[src/hdl/twrtc_pkg.sv]
package twrtc_pkg;

  // Request codes carried by each tick
  localparam logic [1:0] REQ_TICK  = 2'd0;
  localparam logic [1:0] REQ_WRITE = 2'd1;
  localparam logic [1:0] REQ_READ  = 2'd2;

  localparam logic [7:0] HALF_PERIOD_RESET = 8'd10;
  localparam logic [3:0] LAST_WRITE_BIT    = 4'd15;
  localparam logic [3:0] LAST_READ_BIT     = 4'd7;

  // Pin sequencer phases
  typedef enum logic [6:0] {
    PH_IDLE   = 7'b0000001,
    PH_LOW    = 7'b0000010,
    PH_HIGH   = 7'b0000100,
    PH_TAIL   = 7'b0001000,
    PH_SETTLE = 7'b0010000,
    PH_RHIGH  = 7'b0100000,
    PH_RLOW   = 7'b1000000
  } phase_t;

  typedef struct packed {
    logic [1:0] req_type;
    logic [7:0] address;
    logic [7:0] write_data;
    logic       io_in;
  } in_item_t;

  typedef struct packed {
    logic       chip_enable;
    logic       serial_clock;
    logic       io_out;
    logic       io_drive;
    logic       busy_res;
    logic       done_res;
    logic [7:0] read_data;
  } out_item_t;

endpackage

[src/hdl/three_wire_rtc_serial_master.sv]
// Three-wire serial master for a real-time clock chip. Every input transaction is one
// sequencer tick carrying the sampled data pin level, and yields exactly one result
// transaction with the pin levels after that tick. An idle tick with req_type write or
// read starts a serial transfer (address byte LSB first, then data byte or 8 sampled
// bits); requests seen while busy are dropped. One tick is accepted every clock cycle while
// the output is not stalled: the next-state logic sits between the phase/shift registers and a
// single output register, so a result appears in the cycle after its tick and the input stays
// ready while the output register is empty or being drained. half_r is written through the
// cfg_ port and sets the number of ticks per clock level and settle delay.
module three_wire_rtc_serial_master
  import twrtc_pkg::*;
(
  input  logic      clk,
  input  logic      rst_n,
  input  logic      in_valid,
  output logic      in_ready,
  input  in_item_t  in_data,
  output logic      out_valid,
  input  logic      out_ready,
  output out_item_t out_data,
  input  logic      cfg_valid,
  output logic      cfg_ready,
  input  logic [7:0] cfg_data
);

  phase_t     phase_r, phase_nxt;
  logic [3:0] bit_idx_r, bit_idx_nxt;
  logic [7:0] tick_r, tick_nxt;
  logic [15:0] out_shift_r, out_shift_nxt;
  logic [7:0] in_shift_r, in_shift_nxt;
  logic       is_read_r, is_read_nxt;
  logic [7:0] last_read_r, last_read_nxt;
  logic [7:0] half_r;
  logic       done;
  logic       in_fire;
  logic       out_valid_r;
  out_item_t  out_data_r, res;
  logic [7:0] sample_shift;

  assign in_ready  = !out_valid_r || out_ready;
  assign in_fire   = in_valid && in_ready;
  assign cfg_ready = 1'b1;
  assign out_valid = out_valid_r;
  assign out_data  = out_data_r;

  assign sample_shift = {in_data.io_in, in_shift_r[7:1]};

  // Sequencer next state for one tick
  always_comb begin
    phase_nxt     = phase_r;
    bit_idx_nxt   = bit_idx_r;
    tick_nxt      = tick_r;
    out_shift_nxt = out_shift_r;
    in_shift_nxt  = in_shift_r;
    is_read_nxt   = is_read_r;
    last_read_nxt = last_read_r;
    done          = 1'b0;
    if (phase_r == PH_IDLE) begin
      if (in_data.req_type == REQ_WRITE || in_data.req_type == REQ_READ) begin
        is_read_nxt   = (in_data.req_type == REQ_READ);
        out_shift_nxt = (in_data.req_type == REQ_READ) ? {8'd0, in_data.address}
                                                       : {in_data.write_data, in_data.address};
        in_shift_nxt  = 8'd0;
        bit_idx_nxt   = 4'd0;
        tick_nxt      = 8'd1;
        phase_nxt     = PH_LOW;
      end
    end else if (tick_r < half_r) begin
      tick_nxt = tick_r + 8'd1;
    end else begin
      tick_nxt = 8'd1;
      case (phase_r)
        PH_LOW: begin
          phase_nxt = PH_HIGH;
        end
        PH_HIGH: begin
          if (is_read_r && bit_idx_r >= LAST_READ_BIT) begin
            bit_idx_nxt = 4'd0;
            phase_nxt   = PH_SETTLE;
          end else if (!is_read_r && bit_idx_r >= LAST_WRITE_BIT) begin
            phase_nxt = PH_TAIL;
          end else begin
            bit_idx_nxt   = bit_idx_r + 4'd1;
            out_shift_nxt = {1'b0, out_shift_r[15:1]};
            phase_nxt     = PH_LOW;
          end
        end
        PH_TAIL: begin
          phase_nxt = PH_IDLE;
          done      = 1'b1;
        end
        PH_SETTLE: begin
          in_shift_nxt = sample_shift;
          bit_idx_nxt  = 4'd1;
          phase_nxt    = PH_RHIGH;
        end
        PH_RHIGH: begin
          phase_nxt = PH_RLOW;
        end
        PH_RLOW: begin
          in_shift_nxt = sample_shift;
          if (bit_idx_r >= LAST_READ_BIT) begin
            last_read_nxt = sample_shift;
            phase_nxt     = PH_IDLE;
            done          = 1'b1;
          end else begin
            bit_idx_nxt = bit_idx_r + 4'd1;
            phase_nxt   = PH_RHIGH;
          end
        end
        default: begin
          phase_nxt = PH_IDLE;
        end
      endcase
    end
  end

  // Pin levels after this tick
  always_comb begin
    res              = '0;
    res.chip_enable  = (phase_nxt != PH_IDLE);
    res.busy_res     = (phase_nxt != PH_IDLE);
    res.serial_clock = (phase_nxt == PH_IDLE) || (phase_nxt == PH_HIGH) ||
                       (phase_nxt == PH_RHIGH);
    res.io_drive     = (phase_nxt == PH_LOW) || (phase_nxt == PH_HIGH) ||
                       (phase_nxt == PH_TAIL);
    res.io_out       = res.io_drive && out_shift_nxt[0];
    res.done_res     = done;
    res.read_data    = last_read_nxt;
  end

  // Sequencer state and config register
  always_ff @(posedge clk) begin
    if (!rst_n) begin
      phase_r     <= PH_IDLE;
      bit_idx_r   <= 4'd0;
      tick_r      <= 8'd0;
      out_shift_r <= 16'd0;
      in_shift_r  <= 8'd0;
      is_read_r   <= 1'b0;
      last_read_r <= 8'd0;
      half_r      <= HALF_PERIOD_RESET;
    end else begin
      if (in_fire) begin
        phase_r     <= phase_nxt;
        bit_idx_r   <= bit_idx_nxt;
        tick_r      <= tick_nxt;
        out_shift_r <= out_shift_nxt;
        in_shift_r  <= in_shift_nxt;
        is_read_r   <= is_read_nxt;
        last_read_r <= last_read_nxt;
      end
      if (cfg_valid) begin
        half_r <= cfg_data;
      end
    end
  end

  // Output register
  always_ff @(posedge clk) begin
    if (!rst_n) begin
      out_valid_r <= 1'b0;
    end else if (in_fire) begin
      out_valid_r <= 1'b1;
    end else if (out_ready) begin
      out_valid_r <= 1'b0;
    end
  end

  always_ff @(posedge clk) begin
    if (in_fire) begin
      out_data_r <= res;
    end
  end

endmodule

[config.mk]
export PLATFORM = sky130hd
export DESIGN_NAME = three_wire_rtc_serial_master
export DESIGN_NICKNAME = d
export VERILOG_FILES = /design/src/hdl/twrtc_pkg.sv /design/src/hdl/three_wire_rtc_serial_master.sv
export SDC_FILE = /design/constraint.sdc
export NUM_CORES = 1
export LEC_CHECK = 0
export BUFFER_PORTS_ARGS = -buffer_cell sky130_fd_sc_hd__buf_2
export CAP_MARGIN = 10
export CORE_MARGIN = 4
export CORE_UTILIZATION = 58
export CTS_CLUSTER_DIAMETER = 120
export DETAILED_ROUTE_END_ITERATION = 7
export PLACE_DENSITY = 0.8
export SYNTH_ARGS = -nofsm -noshare
export SYNTH_HDL_FRONTEND = slang
export SYNTH_SLANG_ARGS = --single-unit
[constraint.sdc]
create_clock -name clk -period 2.7 [get_ports clk]
set_clock_uncertainty 0.1 [all_clocks]
set_input_delay 0 -clock clk [delete_from_list [all_inputs] [get_ports clk]]
set_output_delay 0 -clock clk [all_outputs]
set_load 0.02 [all_outputs]
==> impl_results.html <==
<table>
<tr><th>Metric</th><th>Value</th></tr>
<tr><th colspan="2">Logic synthesis</th></tr>
<tr><td>Post-synth cell types</td><td>68</td></tr>
<tr><td>Synthesis warning total</td><td>0</td></tr>
<tr><td>Area of the mapped netlist</td><td>3940 µm²</td></tr>
<tr><td>Dominant synthesized flop cell</td><td>sky130_fd_sc_hd__dfxtp_1</td></tr>
<tr><td>Syn_nets</td><td>459</td></tr>
<tr><td>Number of storage elements in the synthesis netlist</td><td>73</td></tr>
<tr><td>Synthesized area divided by synthesized cell count</td><td>9.45 µm²</td></tr>
<tr><td>Count of mapped cells out of synthesis</td><td>417</td></tr>
<tr><td>Share of the yosys chip area belonging to registers</td><td>0.404</td></tr>
<tr><td>Number of synthesized flops with an enable pin</td><td>13</td></tr>
<tr><td>Share of synthesized flip-flops with an asynchronous set or reset</td><td>0</td></tr>
<tr><th colspan="2">Worst hold path</th></tr>
<tr><td>Hold Path Class</td><td>primary input to register</td></tr>
<tr><td>Count of cells along the worst hold path</td><td>4</td></tr>
<tr><th colspan="2">Clock tree</th></tr>
<tr><td>Depth of the CTS H-tree</td><td>3</td></tr>
<tr><td>Longest Clk Path Bufs</td><td>2</td></tr>
<tr><td>Number of setup buffers added after CTS</td><td>0</td></tr>
<tr><td>CTS Buf Count</td><td>9</td></tr>
<tr><td>Clock slew at reported path FFs</td><td>0.09 ns</td></tr>
<tr><td>Clock latency at the later pin of the worst-skew pair</td><td>0.36 ns</td></tr>
<tr><td>Cell at the root of the clock tree</td><td>sky130_fd_sc_hd__clkbuf_8</td></tr>
<tr><td>Clock net sink count</td><td>73</td></tr>
<tr><td>Clock tree from TritonCTS</td><td>built</td></tr>
<tr><th colspan="2">Routing</th></tr>
<tr><td>Drt via density</td><td>6.11</td></tr>
<tr><td>Final routed DRC violation total</td><td>0</td></tr>
<tr><td>Average detailed-routed wire length per instance</td><td>18.1 µm</td></tr>
<tr><td>Number of nets with antenna violations after routing</td><td>0</td></tr>
<tr><td>Count of TritonRoute iterations in the first routing pass</td><td>5</td></tr>
<tr><td>Number of design-rule violations left by the first detailed-router iteration</td><td>283</td></tr>
<tr><td>Total number of vias</td><td>3591</td></tr>
<tr><td>Wirelength, routed</td><td>10600 µm</td></tr>
<tr><th colspan="2">Placed design</th></tr>
<tr><td>Post-DP HPWL</td><td>6570 µm</td></tr>
<tr><td>I/O Buffers</td><td>47</td></tr>
<tr><td>Total placed cells including tap cells</td><td>535</td></tr>
<tr><td>Global placement routability congestion</td><td>0.948</td></tr>
<tr><th colspan="2">Finish</th></tr>
<tr><td>Final Non-Filler Cells</td><td>588</td></tr>
<tr><td>Leading cell types in the layout, fill and taps excluded</td><td>sky130_fd_sc_hd__dfxtp_1, sky130_fd_sc_hd__buf_2, sky130_fd_sc_hd__dlygate4sd3_1</td></tr>
<tr><td>Fill cell total of the finished layout</td><td>402</td></tr>
<tr><td>Diodes inserted</td><td>0</td></tr>
<tr><td>Commonest non-fill, non-tap cell in the layout</td><td>sky130_fd_sc_hd__dfxtp_1</td></tr>
<tr><td>Layout area overhead</td><td>24.7%</td></tr>
<tr><td>Fraction of layout cells with a size suffix above 1</td><td>0.229</td></tr>
<tr><td>Number of nets in the layout</td><td>548</td></tr>
<tr><th colspan="2">Status</th></tr>
<tr><td>Status</td><td>completed</td></tr>
<tr><th colspan="2">STA</th></tr>
<tr><td>Final critical delay including setup and external delays</td><td>2.56 ns</td></tr>
<tr><td>Final Slew Violations</td><td>0</td></tr>
<tr><td>Final setup viols</td><td>0</td></tr>
<tr><td>Worst slew pin tran</td><td>0.519 ns</td></tr>
<tr><td>Total Negative Setup Slacks</td><td>0 ns</td></tr>
<tr><td>Part of the cycle the worst path needs</td><td>0.949</td></tr>
<tr><td>RSZ-0062 raised after global routing</td><td>no</td></tr>
<tr><td>Achievable clock frequency</td><td>0.390 GHz</td></tr>
<tr><td>Slew Limit Headroom</td><td>0.653</td></tr>
<tr><td>Number of failing hold endpoints at the final stage</td><td>0</td></tr>
<tr><th colspan="2">Floorplan</th></tr>
<tr><td>Row cnt</td><td>29</td></tr>
<tr><td>Total Die Area</td><td>8170 µm²</td></tr>
<tr><td>Vertical die dimension</td><td>90.4 µm</td></tr>
<tr><td>Width of the die</td><td>90.4 µm</td></tr>
<tr><td>I/O pin count</td><td>49</td></tr>
<tr><td>Starting utilization of the core area</td><td>0.610</td></tr>
<tr><td>Core Area</td><td>6460 µm²</td></tr>
<tr><th colspan="2">Setup path</th></tr>
<tr><td>WP data required</td><td>2.85 ns</td></tr>
<tr><td>Critical Path Fanout Max</td><td>8</td></tr>
<tr><td>CP Data Arrival Time</td><td>2.71 ns</td></tr>
<tr><td>Worst setup EP type</td><td>register</td></tr>
<tr><td>Kind of start point of the critical path</td><td>register</td></tr>
<tr><td>Start-to-end type of the worst setup path</td><td>register to register</td></tr>
<tr><td>Cell depth of the worst flop-to-flop path</td><td>10</td></tr>
<tr><th colspan="2">Pwr</th></tr>
<tr><td>Worst supply voltage drop on vdd</td><td>465 µV</td></tr>
<tr><td>P_leak</td><td>1.93 nW</td></tr>
<tr><td>PD cells</td><td>553 nW/µm²</td></tr>
<tr><th colspan="2">Global routing</th></tr>
<tr><td>Wire length of the first global-routing pass</td><td>17700 µm</td></tr>
<tr><td>Maximum number of pins on one net before global-route repair</td><td>25</td></tr>
<tr><td>Number of global-route vias before repair</td><td>3663</td></tr>
<tr><td>All-layer global routing usage</td><td>0.265</td></tr>
<tr><td>Grt ovf</td><td>0</td></tr>
<tr><td>Number of antenna violations at the first check in global routing</td><td>0</td></tr>
<tr><th colspan="2">Flow run</th></tr>
<tr><td>Max_cap viols</td><td>0</td></tr>
</table>
-- critical path: stages, from the launching register on --
cell and delay (ns):
sky130_fd_sc_hd__dfxtp_1 0.36, sky130_fd_sc_hd__inv_1 0.05, sky130_fd_sc_hd__ha_1 0.30, sky130_fd_sc_hd__o21ai_1 0.09, sky130_fd_sc_hd__a211o_1 0.37, sky130_fd_sc_hd__o21a_2 0.32, sky130_fd_sc_hd__buf_4 0.18, sky130_fd_sc_hd__nor3_4 0.14
sky130_fd_sc_hd__buf_4 0.22, sky130_fd_sc_hd__mux2i_1 0.24, sky130_fd_sc_hd__nor2b_1 0.09
-- worst paths after layout --
check	start	end	slack (ns)
max	half_r[2]	last_read_r[2]	0.14
min	in_data[18]	is_read_r	0.08
max reg2reg	half_r[2]	last_read_r[2]	0.14
min reg2reg	out_shift_r[4]	out_shift_r[4]	0.38
-- cell type report --
cell class              count  area (µm²)  share of cell area
clock buffers               9         124              0.0252
inverters                  16        60.1              0.0122
clock inverters             7         124              0.0252
repair buffers            103         748               0.152
well taps                  77        96.3              0.0196
flip-flops and latches     73        1590               0.324
multi-input cells         303        2170               0.441
-- layer usage --
metal | global-route usage | wire (µm) | up-vias | part of all wire
met1 | 0.322 | 4510 | 1719 | 0.42
met5 | 0 | 0 | - | 0
met4 | 0.135 | 337 | 0 | 0.032
met2 | 0.441 | 5140 | 133 | 0.48
met3 | 0.0583 | 641 | 35 | 0.060
li1 | - | - | 1704 | -
-- flip-flops by register name, indices dropped and copies added, names as in the netlist --
name,cells
half_r,8
out_data,13
is_read_r,1
out_shift_r,16
bit_idx_r,4
out_valid,1
tick_r,8
phase_r,7
in_shift_r,7
last_read_r,8
-- timing repair --
item,CTS,global route
hold endpoints to repair,34,0
gates resized for setup,0,2
hold buffers,37,0
endpoints found under the setup margin,0,10
-- kinds of logic after synthesis --
logic type / share of synthesized area
other: 0.000952
adders and majority gates: 0.0318
and+or+nand+nor: 0.216
xor gates and xnor gates: 0.0178
DFF: 0.404
muxes: 0.0896
AOI/OAI and AO/OA: 0.192
buffers and inverters: 0.0480
-- cell usage after synthesis (all sizes together), types with 2 or more instances --
| cell type | instances | area (µm²) |
|---|---|---|
| a2111oi | 2 | 55.1 |
| edfxtp | 13 | 390 |
| o21a | 4 | 30.0 |
| a21oi | 10 | 61.3 |
| xnor2 | 3 | 26.3 |
| a22oi | 7 | 52.6 |
| nor3 | 8 | 72.6 |
| nor2b | 20 | 125 |
| buf | 11 | 76.3 |
| dfxtp | 60 | 1200 |
| a21boi | 6 | 45.0 |
| nand2b | 4 | 25.0 |
| nand4b | 3 | 26.3 |
| or3 | 2 | 12.5 |
| nand3 | 25 | 130 |
| o211ai | 11 | 82.6 |
| a31o | 2 | 17.5 |
| or4 | 2 | 18.8 |
| and3 | 7 | 43.8 |
| nor4b | 3 | 47.5 |
| a31oi | 3 | 18.8 |
| a41oi | 2 | 17.5 |
| a21o | 3 | 22.5 |
| clkbuf | 14 | 52.6 |
| o21ai | 25 | 133 |
| nand4 | 6 | 37.5 |
| inv | 15 | 56.3 |
| nor4 | 3 | 18.8 |
| mux2i | 24 | 240 |
| o31ai | 4 | 30.0 |
| o21bai | 2 | 15.0 |
| a2bb2oi | 3 | 32.5 |
| nor2 | 28 | 118 |
| nand2 | 36 | 138 |
| mux2 | 10 | 113 |
| ha | 10 | 125 |
| a221oi | 7 | 61.3 |
| xor2 | 5 | 43.8 |
-- report_power, final --
part	leakage [nW]	total [mW]	switching (mW)	internal, mW
registers	0.616	1.18	0.0267	1.15
logic	1.20	0.452	0.261	0.191
clock network	0.120	1.08	0.460	0.622
-- through the flow --
step / worst slack, ns / hold slack (ns) / util / power, mW / instance area (µm²)
floorplan: 0.370 / 0.0304 / - / 1.47 / 3940
global placement: 0.161 / 0.136 / 0.663 / 1.58 / 4280
detailed placement: 0.113 / 0.131 / 0.663 / 1.59 / 4280
CTS: 0.106 / 0.0169 / 0.759 / 2.70 / 4900
global route: 0.0496 / 0.135 / 0.760 / 2.81 / 4910
finish: 0.137 / 0.0814 / 0.760 / 2.71 / 4910
Power figures use the tool's default switching activity.
